<file path="config.mk">
export PLATFORM = sky130hd
export DESIGN_NAME = grb_queue
export DESIGN_NICKNAME = d
export VERILOG_FILES = /design/src/grb_pkg.sv /design/src/grb_queue.sv
export SDC_FILE = /design/constraint.sdc
export NUM_CORES = 1
export LEC_CHECK = 0
export BUFFER_PORTS_ARGS = -buffer_cell sky130_fd_sc_hd__buf_2
export CORE_UTILIZATION = 50
export DETAILED_ROUTE_END_ITERATION = 8
export PLACE_DENSITY_LB_ADDON = 0.08
export SKIP_CTS_REPAIR_TIMING = 1
export SYNTH_ARGS = -nofsm -noshare
export SYNTH_HDL_FRONTEND = slang
export SYNTH_SLANG_ARGS = --single-unit
</file>
<file path="constraint.sdc">
create_clock -name clk_i -period 3.35 [get_ports clk_i]
set_input_delay 0.67 -clock clk_i [delete_from_list [all_inputs] [get_ports clk_i]]
set_output_delay 0.67 -clock clk_i [all_outputs]
set_load 0.05 [all_outputs]
</file>
<file path="src/grb_pkg.sv">
// Shared constants and types for the glyph row blitter.
package grb_pkg;

  localparam int GLYPH_ROWS  = 16;
  localparam int CHAR_CODES  = 256;
  localparam int GLYPH_COLS  = 8;
  localparam int STORE_DEPTH = 4096;

  localparam int ROW_W    = $clog2(GLYPH_ROWS);
  localparam int CODE_W   = $clog2(CHAR_CODES);
  localparam int STORE_AW = $clog2(STORE_DEPTH);

  localparam int QUEUE_DEPTH = 4;
  localparam int QUEUE_AW    = $clog2(QUEUE_DEPTH);

  // configuration register indexes
  localparam logic [1:0] CFG_BUFFER_BASE  = 2'd0;
  localparam logic [1:0] CFG_LAYER_WIDTH  = 2'd1;
  localparam logic [1:0] CFG_LAYER_HEIGHT = 2'd2;

  // input item kinds
  localparam logic MODE_LOAD = 1'b0;
  localparam logic MODE_DRAW = 1'b1;

  // command word passed from front to back
  typedef struct packed {
    logic                  is_draw;
    logic [STORE_AW-1:0]   store_idx;
    logic [7:0]            store_byte;
    logic [CODE_W-1:0]     code;
    logic [7:0]            color;
    logic [31:0]           start_addr;
    logic [ROW_W-1:0]      last_idx;
    logic [GLYPH_COLS-1:0] col_mask;
  } grb_cmd_t;

endpackage

</file>
<file path="src/grb_queue.sv">
// Short command queue between front and back.
module grb_queue import grb_pkg::*; (
  input  logic     clk_i,
  input  logic     rst_ni,
  input  logic     push_i,
  input  grb_cmd_t push_cmd_i,
  output logic     full_o,
  input  logic     pop_i,
  output grb_cmd_t pop_cmd_o,
  output logic     empty_o
);

  grb_cmd_t              slots_q [QUEUE_DEPTH];
  logic [QUEUE_AW-1:0]   wr_ptr_q, wr_ptr_d;
  logic [QUEUE_AW-1:0]   rd_ptr_q, rd_ptr_d;
  logic [QUEUE_AW:0]     count_q, count_d;

  assign full_o    = (count_q == (QUEUE_AW+1)'(QUEUE_DEPTH));
  assign empty_o   = (count_q == '0);
  assign pop_cmd_o = slots_q[rd_ptr_q];

  always_comb begin
    wr_ptr_d = wr_ptr_q;
    rd_ptr_d = rd_ptr_q;
    count_d  = count_q;
    if (push_i) begin
      wr_ptr_d = wr_ptr_q + 1'b1;
    end
    if (pop_i) begin
      rd_ptr_d = rd_ptr_q + 1'b1;
    end
    if (push_i && !pop_i) begin
      count_d = count_q + 1'b1;
    end else if (pop_i && !push_i) begin
      count_d = count_q - 1'b1;
    end
  end

  always_ff @(posedge clk_i or negedge rst_ni) begin
    if (!rst_ni) begin
      wr_ptr_q <= '0;
      rd_ptr_q <= '0;
      count_q  <= '0;
    end else begin
      wr_ptr_q <= wr_ptr_d;
      rd_ptr_q <= rd_ptr_d;
      count_q  <= count_d;
    end
  end

  always_ff @(posedge clk_i) begin
    if (push_i) begin
      slots_q[wr_ptr_q] <= push_cmd_i;
    end
  end

endmodule

</file>
== Word-level counts from Yosys, hierarchy flattened ==
Memory sizes are Yosys's and may differ from the RTL's.
Cells that the tools add are included.
Storage, ports and cells
  logic and storage cells: 19
  output and inout bits: 83
  flip-flop bits (word level): 7
  bits of input ports: 85
  memories kept: 1
  bits in writable memories: 324
Memory list
  slots_q: depth 4, width 81, rd ports 1, clocked after memory_dff 0, wr ports 1, line grb_queue.sv:13  | grb_cmd_t slots_q [QUEUE_DEPTH];
Cells by class
  eq/ne operators: 1
  muxes and demuxes: 4
  $add $sub $neg: 4
  reduce and logical (&&, ||, !) cells: 6
Operators with widths (number)
  $mux W3: 2
  $add A2 B1 Y2 const B: 2
  $add A3 B1 Y3 const B: 1
  $eq A3 B3 Y1 const B: 1
  $logic_not A3 Y1: 1
  $sub A3 B1 Y3 const B: 1
  $logic_and A1 B1 Y1: 2
  $logic_not A1 Y1: 2
  $mux W1: 2
  $reduce_bool A2 Y1: 1

== Logic depth before layout (Yosys ltp) ==
  depth in word-level cells: 4
  depth in mapped cells: 7
  gate-level depth less buffers: 7

== Worst setup path after synthesis ==
Ideal clock, no wire load.
  path kind: in2reg
  start point: input port push_i
  end point: memory slots_q[1][0] in the netlist's numbering, enable pin
  data required time: 2.902 ns
  setup slack: 0.347 ns
  path buffers: 0
  setup time: 0.448 ns
  arrival time: 2.555 ns
  cell stages on the path: 1
  cell sequence: and2_1
On the way
  word-level cells in the longest chain between the ends: 2
Ends and longest elaborated chain
  from (decl): line grb_queue.sv:5  | input logic push_i,
  $mux W1: line grb_queue.sv:52  | if (push_i) begin
  $mux W1 (not written as such): line grb_queue.sv:53  | slots_q[wr_ptr_q] <= push_cmd_i;
  to (decl): line grb_queue.sv:13
Every way passes these cells.

==> results.toml <==
[sta]
setup_viol = 0
drv_slew = 0
finalCriticalPeriod_ns = 2.96
setup-tns-final_ns = 0
fin_crit_sh_pct = 88.4
fin_skew_ns = 0.0134
fmax_ghz = 0.338
whs_ns = 0.389
hold_violations = 0
fin_ws_ns = 0.390
rsz0062_at_grt = "no"
worstMarginPinSlew_ns = 0.694
slew_headroom_pct = 53.7

[floorplan]
die_x_um = 157
num_rows = 56
initial_core_util_pct = 51.2
dieArea_um2 = 24800
pin_count = 168
core_um2 = 23600
die_y_um = 157

[synthesis]
synth_commonest_cells = "324 x edfxtp_1, 81 x mux4_2, 9 x buf_2"
synth_cell_type_count = 18
yosys_most_used_dff = "edfxtp_1"
ys.warnings.count = 0
synth_area_per_cell_um2 = 26.4
synth_nets = 548
postSynthCellCount = 457
netlist_top_cells_area = "edfxtp_1 80%, mux4_2 15%, dfrtp_1 1.4%"
yosys.area.top_type = "edfxtp_1"
synth-edff-count = 324
synthDominantCellAreaShare_pct = 80.5
netlist_area_um2 = 12100
ys_seq_elements = 331
seq_area_frac_synth_pct = 81.9
async_flop_share_pct = 2.11
yosys.cell_count.top_type = "edfxtp_1"

[critical_path]
crit_fanout = 25
r2r_setup_slack_ns = 1.52
startpoint_type = "register"
timing.rr.start = "wr_ptr_q[1]$_DFFE_PN0P_"
worstPathArrival_ns = 2.29
cp-end-kind = "output port"
crit_start = "rd_ptr_q[0]$_DFFE_PN0P_"
cp.required_ns = 2.68
path_class = "register to output port"
critPathCapture = "pop_cmd_o[43]"
reg2regPathDepth = 4
r2r-end = "slots_q[1][16]$_DFFE_PP_"

[global_route]
grt_max_degree = 47
grt.total_usage_pct = 17.7
grt_overflow_total = 0
grt_pass1_vias = 5803
grt_pass1_wl_mm = 31.9
antenna_found_initial = 2

[clock_network]
clockRootBuffer = "clkbuf_16"
clockBufferDepth = 3
cts_tree = "built"
cts.clk_slew.worst_paths_ns = 0.06
cts_made_buffers = 35
ctsHtreeMaxLevel = 2
clkLatencyLatePin_ns = 0.49
cts_sinks = 331

[power_and_ir_drop]
p_per_area_nw_per_um2 = 1030
p_leak_nw = 4.99
vdd_drop_max_uv = 532
power.total_mw = 14.9

[routing]
drtIter0Drc = 269
drcViolationCount = 0
first_pass_iters = 4
routed_wl_mm = 21.1
detail_route.vias_per_cell = 5.39
antenna_left = 0
drt-wirelength-per-cell_um = 21.0
via_count = 5411

[outcome]
outcome = "finished clean"

[placement]
dp_hpwl_mm = 12.6
io_buffers = 167
place_area_um2 = 13400
gp_congestion = 0.699
pre_cts_slack_ns = 0.852

[final_layout]
antennaDiodeCount = 0
nets = 750
stdcell_area_um2 = 14500
drive_gt1_share_pct = 45.8
syn_to_final_growth_pct = 20.0

[flow_run]
maxCapViolCount = 0

[worst_hold_path]
hold_path.class = "input pin to register"
-- layout by cell type, fill, tap and decap left out, drive strengths merged, types with 2 or more instances in the layout --
cell | Yosys | final
xor2 | 4 | 4
clkbuf | 0 | 41
ha | 5 | 5
inv | 4 | 4
dfrtp | 7 | 7
buf | 18 | 182
and2 | 4 | 4
clkinv | 0 | 19
bufinv | 0 | 3
mux4 | 81 | 81
xnor2 | 2 | 2
edfxtp | 324 | 324
nand2 | 2 | 2
-- sequential cells by signal (all words and copies together), names as in the netlist --
register	cells
count_q	3
rd_ptr_q	2
slots_q	324
wr_ptr_q	2
-- per-stage QoR --
step	utilization, %	cells
finish	61.4	1004
global placement	56.7	940
detailed placement	56.7	940
global route	61.4	1004
CTS	61.4	1003
floorplan	-	457
-- worst max-delay path: stages, from the launching register on --
cell and delay [ns]:
dfrtp_4 0.69, buf_12 0.29, mux4_2 0.56, buf_2 0.23
-- metal layers --
metal	routed length, µm	vias up	track usage [%]	share of wire [%]
met5	10	-	0	0.047
met1	8410	2854	22.1	40
met3	1170	30	4.05	5.5
met2	11200	152	31.1	53
li1	-	2373	-	-
met4	319	2	4.85	1.5
-- logic make-up after synthesis --
family / Yosys count / share of synthesized area [%]
DFF: 331 / 81.9
and+or+nand+nor: 9 / 0.404
buffers and inverters: 22 / 1.30
AOI/OAI and AO/OA: 1 / 0.0414
xor gates and xnor gates: 6 / 0.435
muxes: 82 / 15.2
adders and majority gates: 6 / 0.683
-- layout make-up --
type                            instances  area, µm²
Timing Repair Buffer                  183       1030
Fill cell                            1703       9110
Clock buffer                           41        941
Tap cell                              319        399
Multi-Input combinational cell        104       2030
Clock inverter                         22        166
Inverter                                4       15.0
Sequential cell                       331       9910
-- worst min path at each step --
stage / from / end / slack [ns] / cells after the start
2_1_floorplan: rst_ni / count_q[0]$_DFFE_PN0P_ / 0.37 / 0
3_3_place_gp: count_q[2]$_DFFE_PN0P_ / count_q[2]$_DFFE_PN0P_ / 0.47 / 1
3_5_place_dp: count_q[2]$_DFFE_PN0P_ / count_q[2]$_DFFE_PN0P_ / 0.49 / 1
4_1_cts: rst_ni / rd_ptr_q[0]$_DFFE_PN0P_ / -0.01 / 1
5_1_grt: push_cmd_i[53] / slots_q[2][53]$_DFFE_PP_ / 0.36 / 1
6_report: push_cmd_i[68] / slots_q[3][68]$_DFFE_PP_ / 0.39 / 1
-- power by group --
group / total [mW] / switching, mW / internal (mW)
sequential: 5.75 / 0.332 / 5.42
combinational: 5.47 / 3.77 / 1.69
clock: 3.66 / 1.43 / 2.23
Note: power is estimated with default switching activity, not from simulation.
