==> src/grb_pkg.sv <==
// Shared constants and types for the glyph row blitter.
package grb_pkg;

  localparam int GLYPH_ROWS  = 16;
  localparam int CHAR_CODES  = 256;
  localparam int GLYPH_COLS  = 8;
  localparam int STORE_DEPTH = 4096;

  localparam int ROW_W    = $clog2(GLYPH_ROWS);
  localparam int CODE_W   = $clog2(CHAR_CODES);
  localparam int STORE_AW = $clog2(STORE_DEPTH);

  localparam int QUEUE_DEPTH = 4;
  localparam int QUEUE_AW    = $clog2(QUEUE_DEPTH);

  // configuration register indexes
  localparam logic [1:0] CFG_BUFFER_BASE  = 2'd0;
  localparam logic [1:0] CFG_LAYER_WIDTH  = 2'd1;
  localparam logic [1:0] CFG_LAYER_HEIGHT = 2'd2;

  // input item kinds
  localparam logic MODE_LOAD = 1'b0;
  localparam logic MODE_DRAW = 1'b1;

  // command word passed from front to back
  typedef struct packed {
    logic                  is_draw;
    logic [STORE_AW-1:0]   store_idx;
    logic [7:0]            store_byte;
    logic [CODE_W-1:0]     code;
    logic [7:0]            color;
    logic [31:0]           start_addr;
    logic [ROW_W-1:0]      last_idx;
    logic [GLYPH_COLS-1:0] col_mask;
  } grb_cmd_t;

endpackage

==> src/grb_front.sv <==
// Front end: accepts input words, clips draws and builds commands.
module grb_front import grb_pkg::*; (
  input  logic        clk_i,
  input  logic        rst_ni,
  input  logic        in_valid_i,
  output logic        in_stall_o,
  input  logic        mode_i,
  input  logic [11:0] font_index_i,
  input  logic [7:0]  font_byte_i,
  input  logic [7:0]  char_code_i,
  input  logic [7:0]  pen_color_i,
  input  logic [10:0] pos_x_i,
  input  logic [10:0] pos_y_i,
  input  logic [31:0] buffer_base_i,
  input  logic [11:0] layer_width_i,
  input  logic [11:0] layer_height_i,
  output logic        push_o,
  output grb_cmd_t    cmd_o,
  input  logic        q_full_i
);

  logic        hold_valid_q, hold_valid_d;
  logic        mode_q;
  logic [11:0] font_index_q;
  logic [7:0]  font_byte_q;
  logic [7:0]  char_code_q;
  logic [7:0]  pen_color_q;
  logic [10:0] pos_x_q;
  logic [10:0] pos_y_q;

  logic        accept;
  logic        clipped;
  logic        drop;
  logic        done;
  logic [11:0] wdiff;
  logic [11:0] hdiff;
  logic [22:0] prod;

  assign clipped = ({1'b0, pos_x_q} >= layer_width_i) || ({1'b0, pos_y_q} >= layer_height_i);
  assign drop    = (mode_q == MODE_DRAW) && clipped;
  assign done    = hold_valid_q && (drop || !q_full_i);
  assign push_o  = hold_valid_q && !drop && !q_full_i;

  assign in_stall_o = hold_valid_q && !done;
  assign accept     = in_valid_i && !in_stall_o;

  assign wdiff = layer_width_i - {1'b0, pos_x_q};
  assign hdiff = layer_height_i - {1'b0, pos_y_q};
  assign prod  = layer_width_i * pos_y_q;

  always_comb begin
    cmd_o            = '0;
    cmd_o.is_draw    = (mode_q == MODE_DRAW);
    cmd_o.store_idx  = font_index_q[STORE_AW-1:0];
    cmd_o.store_byte = font_byte_q;
    cmd_o.code       = char_code_q[CODE_W-1:0];
    cmd_o.color      = pen_color_q;
    cmd_o.start_addr = buffer_base_i + 32'(prod) + 32'(pos_x_q);
    if (hdiff >= 12'(GLYPH_ROWS)) begin
      cmd_o.last_idx = ROW_W'(GLYPH_ROWS - 1);
    end else begin
      cmd_o.last_idx = ROW_W'(hdiff - 12'd1);
    end
    for (int i = 0; i < GLYPH_COLS; i++) begin
      cmd_o.col_mask[i] = (wdiff > 12'(i));
    end
  end

  always_comb begin
    hold_valid_d = hold_valid_q;
    if (accept) begin
      hold_valid_d = 1'b1;
    end else if (done) begin
      hold_valid_d = 1'b0;
    end
  end

  always_ff @(posedge clk_i or negedge rst_ni) begin
    if (!rst_ni) begin
      hold_valid_q <= 1'b0;
    end else begin
      hold_valid_q <= hold_valid_d;
    end
  end

  always_ff @(posedge clk_i) begin
    if (accept) begin
      mode_q       <= mode_i;
      font_index_q <= font_index_i;
      font_byte_q  <= font_byte_i;
      char_code_q  <= char_code_i;
      pen_color_q  <= pen_color_i;
      pos_x_q      <= pos_x_i;
      pos_y_q      <= pos_y_i;
    end
  end

endmodule

==> config.mk <==
export PLATFORM = sky130hd
export DESIGN_NAME = grb_front
export DESIGN_NICKNAME = d
export VERILOG_FILES = /design/src/grb_pkg.sv /design/src/grb_front.sv
export SDC_FILE = /design/constraint.sdc
export NUM_CORES = 1
export LEC_CHECK = 0
export ABC_AREA = 1
export BUFFER_PORTS_ARGS = -buffer_cell sky130_fd_sc_hd__buf_2
export CAP_MARGIN = 20
export CORE_ASPECT_RATIO = 1.1
export CORE_MARGIN = 4
export CORE_UTILIZATION = 40
export DETAILED_ROUTE_END_ITERATION = 10
export MAX_ROUTING_LAYER = met4
export SLEW_MARGIN = 30
export SYNTH_ARGS = -nofsm -noshare
export SYNTH_HDL_FRONTEND = slang
export SYNTH_SLANG_ARGS = --single-unit
==> constraint.sdc <==
create_clock -name clk_i -period 4.5 [get_ports clk_i]
set_clock_uncertainty 0.1 [all_clocks]
set_input_delay 0.225 -clock clk_i [delete_from_list [all_inputs] [get_ports clk_i]]
set_output_delay 0.225 -clock clk_i [all_outputs]
set_load 0.1 [all_outputs]
# ---- After elaboration in Yosys (flattened, before gate mapping)
# Index checks and enable logic that the tools add are counted.
dict set report totals {
  regBits 60
  input_bits 119
  output_inout_bits 83
}
dict set report op_classes {
  n_addsub 5
  multipliers 1
  magnitude_cmp 11
  mux 3
  n_reduce_logical 13
}
# op count
set op_table {}
lappend op_table {{$gt A12 B3 Y1 const B} 4}
lappend op_table {{$add A32 B11 Y32} 1}
lappend op_table {{$add A32 B23 Y32} 1}
lappend op_table {{$ge A11 B12 Y1} 2}
lappend op_table {{$gt A12 B1 Y1 const B} 2}
lappend op_table {{$gt A12 B2 Y1 const B} 2}
lappend op_table {{$sub A12 B11 Y12} 2}
lappend op_table {{$mul A12 B11 Y23} 1}
lappend op_table {{$ge A12 B5 Y1 const B} 1}
lappend op_table {{$logic_and A1 B1 Y1} 6}
lappend op_table {{$logic_not A1 Y1} 4}
lappend op_table {{$mux W4} 1}
lappend op_table {{$sub A4 B1 Y4 const B} 1}
lappend op_table {{$logic_or A1 B1 Y1} 2}
lappend op_table {{$mux W1} 2}
lappend op_table {{$reduce_bool A2 Y1} 1}

# ---- Depth between registers and ports, before layout
dict set report logic_depth {
  depth_word 10
  ltp_mapped 26
  ltp_nobuf 25
}

# ---- Least setup slack after synthesis
# Ideal clock, no wire load.
dict set report synth_path {
  path_kind {flip-flop to output port}
  startpoint {reg pos_y_q[10]}
  endpoint {out cmd_o[30] (netlist bit)}
  t_arrival_ns 5.917
  slack_ns -1.742
  path_stages_with_launch 20
  cell_sequence {edfxtp_1 > clkbuf_1 > nand2_1 > inv_1 > fa_1 > inv_1 > fa_1 > inv_1 > fa_1 > fa_1 > inv_1 > fa_1 > inv_1 > ha_1 > nand2_1 > nor2_1 > inv_1 > o21bai_1 > a21oi_1 > xnor2_1}
}
# item line_no
set synth_lines {}
lappend synth_lines {{from (decl)} grb_front.sv:29} ;# logic [10:0] pos_y_q;
lappend synth_lines {{from (signal assigned)} grb_front.sv:94} ;# pos_y_q <= pos_y_i;
lappend synth_lines {{to (decl)} grb_front.sv:18} ;# output grb_cmd_t cmd_o,

==> impl_metrics.yaml <==
cts:
  clockBufferDepth: 2
  insertion_delay_ns: 0.33
  cts.sinks: 60
  cts_made_buffers: 9
  cts.reportedPaths.clkPinSlew_ns: 0.06
  cts_tree: "done"
  root_buffer: "clkbuf_16"
  htree_levels: 3
yosys:
  synth_ff_type: "edfxtp_1"
  ys_ff_latch: 60
  synthesis.nets: 1581
  netlist_instances: 1247
  yosysUniqueCellTypes: 30
  synthTopCellsByArea: "fa_1, edfxtp_1, inv_1"
  synth_top_area_share_pct: 26.3
  ys_warn_count: 0
  synth_area_leader_cell: "fa_1"
  synth_seq_area_share_pct: 18.9
  synth_edf_count: 59
  synth_area_um2: 9510
  syn_avg_cell_area_um2: 7.63
  synthArstFlopShare_pct: 1.67
  synthTopCellsByCount: "inv_1, nand2_1, fa_1"
  yosysMostFrequentCell: "inv_1"
finish:
  drive_gt1_share_pct: 35.9
  stdcell_area_um2: 14800
  nFillCells: 1962
  finalNetCount: 1968
  area_delta_synth_final_pct: 55.9
detailed_routing:
  drc: 0
  drt_iter0_markers: 392
  vias: 9076
  drt-total-wl_um: 28200
  wl_per_cell_um: 14.6
  vias_per_cell: 4.68
  drtPass1Iterations: 5
  antenna_left: 0
place:
  dp_hpwl_um: 22700
  place.gp.congestion: 0.927
  portBuffers: 201
  placedInstanceArea_um2: 12900
worst_setup_path:
  r2r_start: "pos_y_q[5]"
  reg2reg_depth: 13
  cp_max_fo: 5
  end_kind: "output pin"
  rrSetupSlack_ns: 1.25
  cp-start-kind: "flop"
  reg2reg_to: "pen_color_q[2]"
  critPathRequiredTime_ns: 4.18
  arrival_ns: 5.12
  critical_path_class: "flop to output pin"
global_routing:
  globalRouteOverflowTotal: 0
  grt_usage_pct: 22.6
  grt_pass1_wl_um: 46500
  grt_pass1_vias: 9693
  antenna_found_initial: 1
  grt_max_degree: 49
hold_path:
  hold_path.startpoint: "in_valid_i"
  hold_end: "hold_valid_q"
  hp-class: "input pin to flop"
  whs_path_depth: 3
timing:
  fin_crit_sh_pct: 121
  rsz0062_at_grt: "true"
  relSlewSlack_pct: 66.5
  hold_viol_final: 0
  tightest_slew_ns: 0.507
  slew_violations: 0
  fmax_ghz: 0.184
  setup-violations-final: 27
  layout_setup_ws_ns: -0.944
  fin_crit_ns: 5.44
floorplanning:
  die_h_um: 170
  coreArea_um2: 23100
  num_io_pins: 202
  die_width_um: 155
  start_util_pct: 41.1
  rows: 58
  dieArea_um2: 26300
run:
  cap_violations: 0
status:
  violations: "setup timing"
  status: "complete, but fails checks"
cell families (layout without fill, tap and decap cells):
family | after synthesis | after routing | share of synthesized area, %
other cells | 0 | 1 | 0
buf+inv | 378 | 770 | 15.0
xor+xnor | 28 | 28 | 2.58
simple gates | 496 | 496 | 21.3
flops | 60 | 60 | 18.9
compound gates | 70 | 70 | 4.12
fa+ha+maj | 215 | 215 | 38.1
how the worst max path moves through the flow:
stage	start	slack [ns]	end
detailed placement	pos_y_q[1]	-0.69	cmd_o[29]
global placement	pos_y_q[1]	-0.65	cmd_o[43]
global route	pos_y_q[5]	-1.14	cmd_o[33]
floorplan	pos_y_q[1]	-0.65	cmd_o[27]
CTS	pos_y_q[1]	-0.92	cmd_o[34]
finish	pos_y_q[5]	-0.94	cmd_o[31]
cell usage in the layout (no fill, tap or decap), types with 4 or more instances in the layout:
master / netlist / final
a21oi_4: 0 / 13
nand2_1: 337 / 270
xor2_1: 23 / 7
buf_4: 1 / 101
ha_1: 90 / 70
buf_2: 0 / 173
xor2_4: 0 / 16
buf_12: 0 / 35
nand3_1: 59 / 44
nand2_2: 1 / 48
o21ai_1: 0 / 4
inv_2: 0 / 45
a21oi_1: 39 / 21
o21ai_0: 15 / 8
fa_2: 0 / 13
nand4_1: 20 / 20
nor2_4: 1 / 11
nor2_1: 60 / 46
nand3_2: 0 / 12
nand2_4: 0 / 14
clkbuf_16: 0 / 9
buf_6: 0 / 31
nand2_8: 0 / 6
nor2_2: 1 / 5
dlygate4sd3_1: 0 / 60
ha_4: 0 / 18
nor3_1: 12 / 7
inv_1: 354 / 309
a21oi_2: 0 / 5
edfxtp_1: 59 / 59
fa_1: 125 / 112
metal layers:
layer,wire length (µm),global-route usage (%),up-vias
met5,0,-,-
met4,495,4.84,0
met3,907,2.37,30
met2,15200,40.7,182
met1,11700,27.4,4375
li1,-,-,4489
state kept, by name (all words and copies together), names as in the netlist:
signal	cells
char_code_q	8
font_byte_q	8
font_index_q	12
hold_valid_q	1
mode_q	1
pen_color_q	8
pos_x_q	11
pos_y_q	11
per-stage QoR:
stage | setup slack (ns) | setup TNS [ns] | hold WS (ns) | std cells | util, %
after detailed placement | -0.693 | -15.17 | -0.0980 | 1830 | 55.8
final | -0.944 | -21.17 | 0.0540 | 1940 | 64.1
after global placement | -0.648 | -14.26 | -0.0990 | 1830 | 55.8
after global routing | -1.14 | -26.04 | 0.0660 | 1940 | 64.1
after CTS | -0.915 | -20.67 | 0.0193 | 1917 | 61.3
after floorplan | -0.648 | -12.35 | -0.171 | 1247 | -
critical path, stage by stage (launching register included):
cell and delay [ns]:
edfxtp_1 0.43, buf_6 0.16, nand2_1 0.07, fa_1 0.49, inv_1 0.05, fa_1 0.57
fa_1 0.43, fa_1 0.50, inv_2 0.05, fa_1 0.54, inv_1 0.07, ha_4 0.24
a21oi_2 0.18, o21ai_1 0.12, buf_4 0.16, a21oi_2 0.16, nand2_4 0.08, buf_12 0.13
xor2_4 0.15, buf_12 0.19
cell type report:
class                           instances  area [µm²]  area share (%)
Multi-Input combinational cell        809        7730            52.1
Timing Repair Buffer                  400        3270            22.1
Sequential cell                        60        1800            12.1
Inverter                              354        1330            8.96
Tap cell                              300         375            2.53
Clock buffer                            9         225            1.52
Clock inverter                          7        98.8           0.666
Antenna cell                            1        2.50          0.0169
timing repair:
action	CTS	global route
buffers inserted	12	23
resized for setup	79	127
hold endpoints to repair	60	0
pin swaps	32	78
endpoints found under the setup margin	28	28
gates cloned	0	1
hold buffers	60	0
Power is not shown: default switching activity piles up to over one toggle a cycle in this logic, so the estimate is an artifact.
